## config.mk

```make
export PLATFORM = sky130hd
export DESIGN_NAME = priority_round_robin_run_queue
export DESIGN_NICKNAME = d
export VERILOG_FILES = /design/src/rtl/prr_pkg.sv /design/src/rtl/prr_ram.sv /design/src/rtl/priority_round_robin_run_queue.sv
export SDC_FILE = /design/constraint.sdc
export NUM_CORES = 2
export LEC_CHECK = 0
export ABC_AREA = 1
export BUFFER_PORTS_ARGS = -buffer_cell sky130_fd_sc_hd__buf_2
export CORE_UTILIZATION = 35
export CTS_CLUSTER_DIAMETER = 200
export DETAILED_ROUTE_END_ITERATION = 6
export MAX_ROUTING_LAYER = met4
export PLACE_DENSITY_LB_ADDON = 0.25
export SYNTH_ARGS = -nofsm -noshare
export SYNTH_HDL_FRONTEND = slang
export SYNTH_SLANG_ARGS = --single-unit
export TNS_END_PERCENT = 50
```

## constraint.sdc

```tcl
create_clock -name clk -period 7.35 [get_ports clk]
set_input_delay 1.1025 -clock clk [delete_from_list [all_inputs] [get_ports clk]]
set_output_delay 1.1025 -clock clk [all_outputs]
set_load 0.02 [all_outputs]
```

## src/rtl/prr_pkg.sv

```systemverilog
// ============================================================================
// prr_pkg
// Shared types and defaults for the priority round-robin run queue.
// ============================================================================
package prr_pkg;

    localparam int DEFAULT_NUM_CPUS     = 64;
    localparam int DEFAULT_MAX_PRIORITY = 7;
    localparam int SLICE_W              = 32;

    typedef enum logic [2:0] {
        OP_ENQUEUE = 3'd0,
        OP_DEQUEUE = 3'd1,
        OP_DETACH  = 3'd2,
        OP_PREEMPT = 3'd3,
        OP_LENGTH  = 3'd4
    } op_t;

    typedef enum logic [1:0] {
        STATUS_OK   = 2'd0,
        STATUS_FAIL = 2'd1,
        STATUS_NONE = 2'd2
    } status_t;

    typedef enum logic [1:0] {
        S_CLEAR = 2'd0,
        S_IDLE  = 2'd1,
        S_EXEC  = 2'd2
    } state_t;

endpackage

```

## src/rtl/prr_ram.sv

```systemverilog
// ============================================================================
// prr_ram
// Single-port-write, single-port-read RAM with a registered read.
// ============================================================================
module prr_ram #(
    parameter int WIDTH = 8,
    parameter int DEPTH = 64
) (
    input  logic                     clk,
    input  logic                     wr_en,
    input  logic [$clog2(DEPTH)-1:0] wr_addr,
    input  logic [WIDTH-1:0]         wr_data,
    input  logic                     rd_en,
    input  logic [$clog2(DEPTH)-1:0] rd_addr,
    output logic [WIDTH-1:0]         rd_data
);

    logic [WIDTH-1:0] mem [DEPTH];

    always_ff @(posedge clk)
    begin
        if (wr_en)
        begin
            mem[wr_addr] <= wr_data;
        end
        if (rd_en)
        begin
            rd_data <= mem[rd_addr];
        end
    end

endmodule

```

## src/rtl/priority_round_robin_run_queue.sv

```systemverilog
// ============================================================================
// priority_round_robin_run_queue
// Run queue of virtual CPUs with one FIFO per priority level, kept as doubly
// linked lists in per-CPU link memories.
// ============================================================================
// The accept cycle of a transaction reads the link and entry memories
// (registered read), and the next cycle writes them back and loads the
// result register. A new transaction is taken in the cycle after that
// while the result side keeps up, so a transaction is not accepted before
// the previous one has been written back. After reset the block clears the
// queued flags in the entry memory and accepts nothing during that pass.
// Levels run from 0 (lowest) to MAX_PRIORITY (highest); dequeue serves the
// highest non-empty level in FIFO order.
module priority_round_robin_run_queue
    import prr_pkg::*;
#(
    parameter int NUM_CPUS     = DEFAULT_NUM_CPUS,
    parameter int MAX_PRIORITY = DEFAULT_MAX_PRIORITY
) (
    input  logic                                clk,
    input  logic                                rst_n,
    input  logic                                in_valid,
    output logic                                in_stall,
    input  logic [2:0]                          operation,
    input  logic [$clog2(NUM_CPUS)-1:0]         cpu_id,
    input  logic [$clog2(MAX_PRIORITY+1)-1:0]   priority_req,
    input  logic [SLICE_W-1:0]                  slice_in,
    output logic                                out_valid,
    input  logic                                out_stall,
    output logic [1:0]                          status,
    output logic [$clog2(NUM_CPUS)-1:0]         chosen_cpu,
    output logic [SLICE_W-1:0]                  chosen_slice,
    output logic                                preempt_needed,
    output logic [$clog2(NUM_CPUS+1)-1:0]       queue_length
);

    localparam int CPU_W  = $clog2(NUM_CPUS);
    localparam int PRIO_W = $clog2(MAX_PRIORITY + 1);
    localparam int LEVELS = MAX_PRIORITY + 1;
    localparam int CNT_W  = $clog2(NUM_CPUS + 1);
    localparam int META_W = 1 + PRIO_W + SLICE_W;

    state_t              state_reg, state_next;
    logic [CPU_W-1:0]    clr_addr_reg, clr_addr_next;

    logic [CPU_W-1:0]    head_reg  [LEVELS];
    logic [CPU_W-1:0]    head_next [LEVELS];
    logic [CPU_W-1:0]    tail_reg  [LEVELS];
    logic [CPU_W-1:0]    tail_next [LEVELS];
    logic [CNT_W-1:0]    count_reg  [LEVELS];
    logic [CNT_W-1:0]    count_next [LEVELS];

    op_t                 op_reg, op_next;
    logic [CPU_W-1:0]    cpu_reg, cpu_next;
    logic [PRIO_W-1:0]   prio_reg, prio_next;
    logic [SLICE_W-1:0]  slice_reg, slice_next;
    logic                in_range_reg, in_range_next;
    logic                found_reg, found_next;

    logic                out_valid_reg, out_valid_next;
    status_t             status_reg, status_next;
    logic [CPU_W-1:0]    chosen_cpu_reg, chosen_cpu_next;
    logic [SLICE_W-1:0]  chosen_slice_reg, chosen_slice_next;
    logic                preempt_reg, preempt_next;
    logic [CNT_W-1:0]    qlen_reg, qlen_next;

    logic                rd_en;
    logic [CPU_W-1:0]    rd_addr;
    logic                next_we, prev_we, meta_we;
    logic [CPU_W-1:0]    next_waddr, prev_waddr, meta_waddr;
    logic [CPU_W-1:0]    next_wdata, prev_wdata;
    logic [META_W-1:0]   meta_wdata;
    logic [CPU_W-1:0]    next_rd, prev_rd;
    logic [META_W-1:0]   meta_rd;

    logic                any_found;
    logic [PRIO_W-1:0]   top_level;
    logic                rd_queued;
    logic [PRIO_W-1:0]   rd_prio;
    logic [SLICE_W-1:0]  rd_slice;
    logic                do_unlink;
    logic                is_head, is_tail;
    logic                pre_any;

    prr_ram #(
        .WIDTH (CPU_W),
        .DEPTH (NUM_CPUS)
    ) u_next_ram (
        .clk     (clk),
        .wr_en   (next_we),
        .wr_addr (next_waddr),
        .wr_data (next_wdata),
        .rd_en   (rd_en),
        .rd_addr (rd_addr),
        .rd_data (next_rd)
    );

    prr_ram #(
        .WIDTH (CPU_W),
        .DEPTH (NUM_CPUS)
    ) u_prev_ram (
        .clk     (clk),
        .wr_en   (prev_we),
        .wr_addr (prev_waddr),
        .wr_data (prev_wdata),
        .rd_en   (rd_en),
        .rd_addr (rd_addr),
        .rd_data (prev_rd)
    );

    prr_ram #(
        .WIDTH (META_W),
        .DEPTH (NUM_CPUS)
    ) u_meta_ram (
        .clk     (clk),
        .wr_en   (meta_we),
        .wr_addr (meta_waddr),
        .wr_data (meta_wdata),
        .rd_en   (rd_en),
        .rd_addr (rd_addr),
        .rd_data (meta_rd)
    );

    assign rd_queued = meta_rd[META_W-1];
    assign rd_prio   = meta_rd[SLICE_W +: PRIO_W];
    assign rd_slice  = meta_rd[SLICE_W-1:0];

    always_comb
    begin
        any_found = 1'b0;
        top_level = '0;
        for (int lv = 0; lv < LEVELS; lv++)
        begin
            if (count_reg[lv] != '0)
            begin
                any_found = 1'b1;
                top_level = PRIO_W'(lv);
            end
        end
    end

    always_comb
    begin
        pre_any = 1'b0;
        for (int lv = 0; lv < LEVELS; lv++)
        begin
            if (PRIO_W'(lv) > prio_reg && count_reg[lv] != '0)
            begin
                pre_any = 1'b1;
            end
        end
    end

    always_comb
    begin
        state_next        = state_reg;
        clr_addr_next     = clr_addr_reg;
        head_next         = head_reg;
        tail_next         = tail_reg;
        count_next        = count_reg;
        op_next           = op_reg;
        cpu_next          = cpu_reg;
        prio_next         = prio_reg;
        slice_next        = slice_reg;
        in_range_next     = in_range_reg;
        found_next        = found_reg;
        out_valid_next    = out_valid_reg && out_stall;
        status_next       = status_reg;
        chosen_cpu_next   = chosen_cpu_reg;
        chosen_slice_next = chosen_slice_reg;
        preempt_next      = preempt_reg;
        qlen_next         = qlen_reg;
        in_stall          = 1'b1;
        rd_en             = 1'b0;
        rd_addr           = cpu_id;
        next_we           = 1'b0;
        next_waddr        = '0;
        next_wdata        = '0;
        prev_we           = 1'b0;
        prev_waddr        = '0;
        prev_wdata        = '0;
        meta_we           = 1'b0;
        meta_waddr        = '0;
        meta_wdata        = '0;
        do_unlink         = 1'b0;
        is_head           = 1'b0;
        is_tail           = 1'b0;

        case (state_reg)
            S_CLEAR:
            begin
                meta_we    = 1'b1;
                meta_waddr = clr_addr_reg;
                if (clr_addr_reg == CPU_W'(NUM_CPUS - 1))
                begin
                    state_next = S_IDLE;
                end
                else
                begin
                    clr_addr_next = clr_addr_reg + CPU_W'(1);
                end
            end

            S_IDLE:
            begin
                in_stall = out_valid_reg && out_stall;
                if (in_valid && !in_stall)
                begin
                    op_next       = op_t'(operation);
                    slice_next    = slice_in;
                    in_range_next = (int'(cpu_id) < NUM_CPUS);
                    found_next    = any_found;
                    rd_en         = 1'b1;
                    if (op_t'(operation) == OP_DEQUEUE)
                    begin
                        cpu_next  = head_reg[top_level];
                        prio_next = top_level;
                        rd_addr   = head_reg[top_level];
                    end
                    else
                    begin
                        cpu_next  = cpu_id;
                        rd_addr   = cpu_id;
                        if (op_t'(operation) == OP_ENQUEUE
                            && int'(priority_req) > MAX_PRIORITY)
                        begin
                            prio_next = PRIO_W'(MAX_PRIORITY);
                        end
                        else
                        begin
                            prio_next = priority_req;
                        end
                    end
                    state_next = S_EXEC;
                end
            end

            S_EXEC:
            begin
                out_valid_next    = 1'b1;
                status_next       = STATUS_OK;
                chosen_cpu_next   = '0;
                chosen_slice_next = '0;
                preempt_next      = 1'b0;
                qlen_next         = '0;
                state_next        = S_IDLE;

                case (op_reg)
                    OP_ENQUEUE:
                    begin
                        if (!in_range_reg || rd_queued)
                        begin
                            status_next = STATUS_FAIL;
                        end
                        else
                        begin
                            meta_we    = 1'b1;
                            meta_waddr = cpu_reg;
                            meta_wdata = {1'b1, prio_reg, slice_reg};
                            prev_we    = 1'b1;
                            prev_waddr = cpu_reg;
                            prev_wdata = tail_reg[prio_reg];
                            if (count_reg[prio_reg] != '0)
                            begin
                                next_we    = 1'b1;
                                next_waddr = tail_reg[prio_reg];
                                next_wdata = cpu_reg;
                            end
                            else
                            begin
                                head_next[prio_reg] = cpu_reg;
                            end
                            tail_next[prio_reg]  = cpu_reg;
                            count_next[prio_reg] = count_reg[prio_reg] + CNT_W'(1);
                        end
                    end

                    OP_DEQUEUE:
                    begin
                        if (!found_reg)
                        begin
                            status_next = STATUS_NONE;
                        end
                        else
                        begin
                            do_unlink         = 1'b1;
                            chosen_cpu_next   = cpu_reg;
                            chosen_slice_next = rd_slice;
                        end
                    end

                    OP_DETACH:
                    begin
                        do_unlink = in_range_reg && rd_queued;
                    end

                    OP_PREEMPT:
                    begin
                        preempt_next = pre_any;
                    end

                    OP_LENGTH:
                    begin
                        if (int'(prio_reg) <= MAX_PRIORITY)
                        begin
                            qlen_next = count_reg[prio_reg];
                        end
                    end

                    default:
                    begin
                        status_next = STATUS_OK;
                    end
                endcase

                if (do_unlink)
                begin
                    is_head = (head_reg[rd_prio] == cpu_reg);
                    is_tail = (tail_reg[rd_prio] == cpu_reg);
                    if (is_head)
                    begin
                        head_next[rd_prio] = next_rd;
                    end
                    else
                    begin
                        next_we    = 1'b1;
                        next_waddr = prev_rd;
                        next_wdata = next_rd;
                    end
                    if (is_tail)
                    begin
                        tail_next[rd_prio] = prev_rd;
                    end
                    else
                    begin
                        prev_we    = 1'b1;
                        prev_waddr = next_rd;
                        prev_wdata = prev_rd;
                    end
                    count_next[rd_prio] = count_reg[rd_prio] - CNT_W'(1);
                    meta_we    = 1'b1;
                    meta_waddr = cpu_reg;
                    meta_wdata = {1'b0, rd_prio, rd_slice};
                end
            end

            default:
            begin
                state_next = S_IDLE;
            end
        endcase
    end

    always_ff @(posedge clk or negedge rst_n)
    begin
        if (!rst_n)
        begin
            state_reg     <= S_CLEAR;
            clr_addr_reg  <= '0;
            out_valid_reg <= 1'b0;
            for (int lv = 0; lv < LEVELS; lv++)
            begin
                count_reg[lv] <= '0;
            end
        end
        else
        begin
            state_reg     <= state_next;
            clr_addr_reg  <= clr_addr_next;
            out_valid_reg <= out_valid_next;
            count_reg     <= count_next;
        end
    end

    always_ff @(posedge clk)
    begin
        head_reg         <= head_next;
        tail_reg         <= tail_next;
        op_reg           <= op_next;
        cpu_reg          <= cpu_next;
        prio_reg         <= prio_next;
        slice_reg        <= slice_next;
        in_range_reg     <= in_range_next;
        found_reg        <= found_next;
        status_reg       <= status_next;
        chosen_cpu_reg   <= chosen_cpu_next;
        chosen_slice_reg <= chosen_slice_next;
        preempt_reg      <= preempt_next;
        qlen_reg         <= qlen_next;
    end

    assign out_valid      = out_valid_reg;
    assign status         = status_reg;
    assign chosen_cpu     = chosen_cpu_reg;
    assign chosen_slice   = chosen_slice_reg;
    assign preempt_needed = preempt_reg;
    assign queue_length   = qlen_reg;

endmodule

```

Word level (Yosys, flattened, before mapping)
Memories as Yosys holds them, arrays and structs flattened. A register that Yosys moved wholly into a read port is not among the register bits.
Cells that the tools add are included.
Widths: inputs -> output; s select.
{"block": "word_totals", "out_inout_bits": 50, "latchBits": 0, "n_memories": 3, "mem_bits_rw": 3072, "ff_bits": 254, "mem_bits_ro": 0, "input_bits": 48}
{"block": "op_classes", "mux": 127, "reduce_logical": 29, "div_mod_pow": 0, "multipliers": 0, "bitwise": 4, "shifts": 0, "eq_ne": 12, "n_lt_le_gt_ge": 13, "add_sub_neg": 3}
{"name": "u_meta_ram.mem", "depth": 64, "word_bits": 36, "rd": 1, "rd_ports_with_merged_regs": 1, "write_ports": 1, "line": "prr_ram.sv:18", "text": "logic [WIDTH-1:0] mem [DEPTH];"}
{"name": "u_next_ram.mem", "depth": 64, "word_bits": 6, "rd": 1, "rd_ports_with_merged_regs": 1, "write_ports": 1, "line": "prr_ram.sv:18"}
{"name": "u_prev_ram.mem", "depth": 64, "word_bits": 6, "rd": 1, "rd_ports_with_merged_regs": 1, "write_ports": 1, "line": "prr_ram.sv:18"}
{"operator": "$mux 48", "n": 11}
{"operator": "$mux 56", "n": 4}
{"operator": "$mux 6", "n": 36}
{"operator": "$bwmux 48", "n": 4}
{"operator": "$mux 36", "n": 4}
{"operator": "$bwmux 56", "n": 2}
{"operator": "$bmux 6 s3", "n": 4}
{"operator": "$reduce_bool 7->1", "n": 9}
{"operator": "$bmux 7 s3", "n": 2}
{"operator": "$demux 7 s3", "n": 2}
{"operator": "$mux 7", "n": 6}
{"operator": "$demux 6 s3", "n": 2}
{"operator": "$mux 1", "n": 35}
{"operator": "$mux 3", "n": 7}
{"operator": "$eq 6x6->1", "n": 2}
{"operator": "$ge 4x4->1 const B", "n": 3}
{"operator": "$gt 3x3->1 const A", "n": 4}
{"operator": "$logic_and 1x1->1", "n": 12}
{"operator": "$not 3->4", "n": 3}
{"operator": "$pmux 6 s2", "n": 1}
{"operator": "$lt 4x1->1 const B", "n": 2}
{"operator": "$pmux 2 s2", "n": 2}
{"operator": "$reduce_and 2->1", "n": 4}
{"operator": "$add 7x1->7 const B", "n": 1}
{"operator": "other kinds (18)", "n": 26}

Depth between registers and ports, before layout
{"block": "depth", "depth_word": 15, "depth_mapped": 27, "depth_no_buf": 24}

By module
From an unflattened synthesis, not the netlist that was laid out.
{"block": "unflattened", "hier_cells": 12576, "hier_area_um2": 141695.9}
{"mod": "prr_ram (u_meta_ram)", "cells_per_inst": 7621, "n_inst": 1, "area_per_inst_um2": 93358.3}
{"mod": "prr_ram (u_next_ram ...)", "cells_per_inst": 1376, "n_inst": 2, "area_per_inst_um2": 15990.3}
{"mod": "priority_round_robin_run_queue", "cells_per_inst": 2203, "n_inst": 1, "area_per_inst_um2": 16356.9}

Least setup slack after synthesis
No wires, ideal clock.
{"block": "synth_path", "path_kind": "flip-flop to flip-flop", "from": "reg state_reg[0]", "to": "reg chosen_cpu_reg[0], in the netlist chosen_cpu[0], enable pin", "path_stages_with_launch": 7, "required_ns": 6.786, "arrival_time_ns": 5.272, "path_slack_ns": 1.514, "period_less_slack_ns": 5.836, "path_buffers": 3, "cell_sequence": "dfrtp_1 > inv_1 > nand2_1 > inv_1 > buf_2 > clkbuf_1 > buf_1"}
{"block": "synth_via", "elab_chain_len": 1}
{"item": "from (decl)", "line": "priority_round_robin_run_queue.sv:43", "text": "state_t state_reg, state_next;"}
{"item": "from (signal assigned)", "line": "priority_round_robin_run_queue.sv:368", "text": "state_reg <= state_next;"}
{"item": "$eq 2x2->1", "line": "priority_round_robin_run_queue.sv:189", "text": "case (state_reg)"}
{"item": "to (signal assigned)", "line": "priority_round_robin_run_queue.sv:386", "text": "chosen_cpu_reg <= chosen_cpu_next;"}
{"item": "to (decl)", "line": "priority_round_robin_run_queue.sv:62", "text": "logic [CPU_W-1:0] chosen_cpu_reg, chosen_cpu_next;"}
No other way between the ends.
A chain may end at the register's enable or synchronous reset.

Worst setup path in the final report
{"block": "layout_path", "from": "reg u_meta_ram.rd_data[34] (read register of u_meta_ram.mem)", "to": "mem u_next_ram.mem[42][3] in the netlist's numbering, enable pin"}
{"block": "layout_via", "elab_chain_len": 10, "elab_cells_between_ends": 13, "classes_between": "1 x eq/ne; 11 x mux; 1 x bitwise"}
{"item": "from (decl)", "line": "prr_ram.sv:15", "text": "output logic [WIDTH-1:0] rd_data"}
{"item": "$not 3->4 (not written as such) (*)", "line": "priority_round_robin_run_queue.sv:318", "text": "is_head = (head_reg[rd_prio] == cpu_reg);"}
{"item": "$bmux 6 s3 (*)", "line": "priority_round_robin_run_queue.sv:318"}
{"item": "$mux 6 (not written as such) (*) (2 in series)", "line": "priority_round_robin_run_queue.sv:318"}
{"item": "$eq 6x6->1 (*)", "line": "priority_round_robin_run_queue.sv:318"}
{"item": "$mux 1", "line": "priority_round_robin_run_queue.sv:320", "text": "if (is_head)"}
{"item": "$mux 1", "line": "priority_round_robin_run_queue.sv:316", "text": "if (do_unlink)"}
{"item": "$mux 1", "line": "priority_round_robin_run_queue.sv:189"}
{"item": "$mux 1", "line": "prr_ram.sv:22", "text": "if (wr_en)"}
{"item": "$mux 1 (not written as such)", "line": "prr_ram.sv:24", "text": "mem[wr_addr] <= wr_data;"}
{"item": "to (decl)", "line": "prr_ram.sv:18"}
Every way passes the cells marked *; elsewhere a longest branch is shown, timed or not. The select of a mux whose other input is x is not followed.

==> flow_summary.json <==
{
  "ctsResizeCount": 0,
  "io_pins": 98,
  "clockBufferDepth": 4,
  "vias_per_cell": 5.388,
  "p_per_area_nw_per_um2": 331.2,
  "coreArea_um2": 432100,
  "synth_edf_count": 3309,
  "grt_max_degree": 173,
  "n_fill_cell": 41370,
  "die_y_um": 661.6,
  "hp-class": "primary input to register",
  "setup_tns_ns": 0,
  "htreeDepth": 5,
  "hold_ws_ns": 0.2727,
  "post_cts_buffers": 0,
  "synth.area.top_cells": "edfxtp_1 (65%), nand3_1 (11%), nand3b_1 (5.6%)",
  "max_freq_ghz": 0.1648,
  "maxSlewViolCount": 0,
  "layout_commonest_cell": "nand3_1",
  "final_cells": 19920,
  "max_slew_margin": 0.1108,
  "largest_reg_flops": 2304,
  "crit_chain": "inv_2, nand3_1, inv_2, a21oi_1, nand4_1, xor2_1, inv_1, nor4_1, nand2_1, nand2_1, inv_1, nand2_1, nand3_2, inv_1, nand3_1, nor2_1",
  "drc": 0,
  "worstPathMaxFanout": 13,
  "synthArstFlopShare": 0.01926,
  "period_needed_ns": 6.066,
  "cts_sinks": 3374,
  "yosys_warnings": 0,
  "hold_viol": 0,
  "post_drt_wl_per_cell_um": 25.49,
  "top_regs": "u_meta_ram.mem x2304, u_next_ram.mem x384, u_prev_ram.mem x384",
  "slowest_stage": "nor2_1",
  "synth_top_area_frac": 0.6525,
  "synth.cell_area_um2": 152300,
  "overflow": 0,
  "grtUsageTotal": 0.2324,
  "final_cell_mix": "nand3_1 (3,317), edfxtp_1 (3,309), nand2_1 (2,132), inv_1 (1,978), nand3b_1 (1,142)",
  "grt_pass1_wl_mm": 728.7,
  "cts_made_buffers": 358,
  "end_kind": "register",
  "finalSetupViolCount": 0,
  "rsz0062_at_grt": "false",
  "path_clk_slew_ns": 0.06,
  "finalWirelength_mm": 507.7,
  "cp.required_ns": 7.90,
  "dp_cells": 19260,
  "final_nets": 13960,
  "ant_nets": 0,
  "routabilityCongestion": 0.9518,
  "yosysUniqueCellTypes": 49,
  "syn_nets": 14110,
  "criticalPathCategory": "register to register",
  "die_w_um": 661.6,
  "cts_hold_buf": 0,
  "grt_pass1_vias": 99870,
  "dr.pass1.iters": 6,
  "synth_ff_type": "edfxtp_1",
  "yosysSeqAreaShare": 0.6632,
  "port_buffers": 97,
  "skew_ns": 0.08362,
  "synth_area_leader_cell": "edfxtp_1",
  "fp-row-count": 241,
  "die-area_um2": 437700,
  "yosys_register_bits": 3374,
  "maxCapViolations": 0,
  "avgSynthCellArea_um2": 10.84,
  "final_layout_size_suffix_gt1_frac": 0.07899,
  "vias": 107300,
  "initial_core_util": 0.3524,
  "cts_tree": "yes",
  "syn2layout_area_growth_pct": 12.71,
  "antenna_found_initial": 17,
  "critPathMaxStageDelay_ns": 0.70,
  "syn_inst": 14050,
  "post-dp-hpwl_mm": 280.3,
  "drtIter0Drc": 12990,
  "top_register": "u_meta_ram.mem",
  "worst_skew_pair.late_latency_ns": 1.00,
  "fin_crit_sh": 0.8253,
  "cp-start-kind": "register",
  "cts_root_buf": "clkbuf_16",
  "p_leak_nw": 66.03,
  "worstPathArrival_ns": 6.62,
  "peakVddDrop_mv": 0.2294,
  "outcome": "finished clean",
  "tightest_slew_ns": 1.334
}
## report_power, final
part | switching, mW | internal, mW
Sequential | 0.596 | 22.5
Clock | 7.86 | 10.0
Combinational | 11.7 | 4.07
## cell families after synthesis
group	count (synthesis)	share of synthesized area
flops	3374	0.6632
mux	6	0.0003944
compound gates	649	0.02629
simple gates	7024	0.2299
buf+inv	2975	0.07867
xor+xnor	22	0.001265
fa+ha+maj	4	0.0003287
## Yosys cell counts, types with 11 or more instances
master	n
nor2_1	373
nand3_2	11
a32o_1	23
o211ai_1	94
o221ai_1	29
a21oi_1	106
o22ai_1	55
clkbuf_1	322
nand4_1	19
nand2_1	2134
a22oi_1	11
o21ai_0	265
buf_1	80
buf_4	43
a221oi_1	24
dfrtp_1	65
buf_2	502
inv_1	1983
nand3_1	3317
edfxtp_1	3309
nand3b_1	1142
inv_2	32
xor2_1	21
## layer usage
metal  up-vias  GRT usage  routed length (um)
li1      48340          -                   -
met1     53290     0.3242              220100
met2      4829     0.3507              227700
met3       865    0.03325               42260
met4         0    0.07252               17620
met5         -          -                   0
## critical path, delay by kind of cell, from the launching register on
family                    cells  cell delay, ns
DFF                           1            0.52
buffers and inverters         5            1.40
xor gates and xnor gates      1            0.15
AOI/OAI and AO/OA             1            0.15
and+or+nand+nor               9            3.45
## area by class of cell
type | count | area (um^2) | area share
inverter | 2024 | 7634 | 0.04447
timing repair buffer | 442 | 4292 | 0.02500
multi-input combinational | 7705 | 40220 | 0.2343
clock buffer | 465 | 9620 | 0.05605
antenna | 4 | 10.01 | 0.00005832
tap | 5710 | 7144 | 0.04162
clock inverter | 195 | 1735 | 0.01011
sequential | 3374 | 101000 | 0.5884
## path summary, 6_finish.rpt
kind	endpoint	slack, ns	depth (start not counted)	from
setup / recovery	u_next_ram.mem[42][3]$_DFFE_PP_	1.28	16	u_meta_ram.rd_data[34]$_DFFE_PP_
hold / removal	slice_reg[7]$_DFFE_PP_	0.27	1	slice_in[7]
setup reg to reg	u_next_ram.mem[42][3]$_DFFE_PP_	1.28	16	u_meta_ram.rd_data[34]$_DFFE_PP_
hold reg to reg	clr_addr_reg[3]$_DFFE_PN0P_	0.50	1	clr_addr_reg[3]$_DFFE_PN0P_
max in group asynchronous	count_reg[36]$_DFFE_PN0P_	6.36	1	rst_n
min in group asynchronous	count_reg[48]$_DFFE_PN0P_	0.33	1	rst_n
## stage by stage
step                worst slack [ns]  utilization  power [mW]  area (um^2)
CTS                            1.650       0.3972       56.93       171600
global route                   1.187       0.3972       59.03       171600
floorplan                      1.514            -       32.98       152300
detailed placement             1.686       0.3709       39.17       160300
global placement               1.723       0.3709       39.12       160300
finish                         1.284       0.3972       56.85       171600
Note: power is estimated with default switching activity, not from simulation.
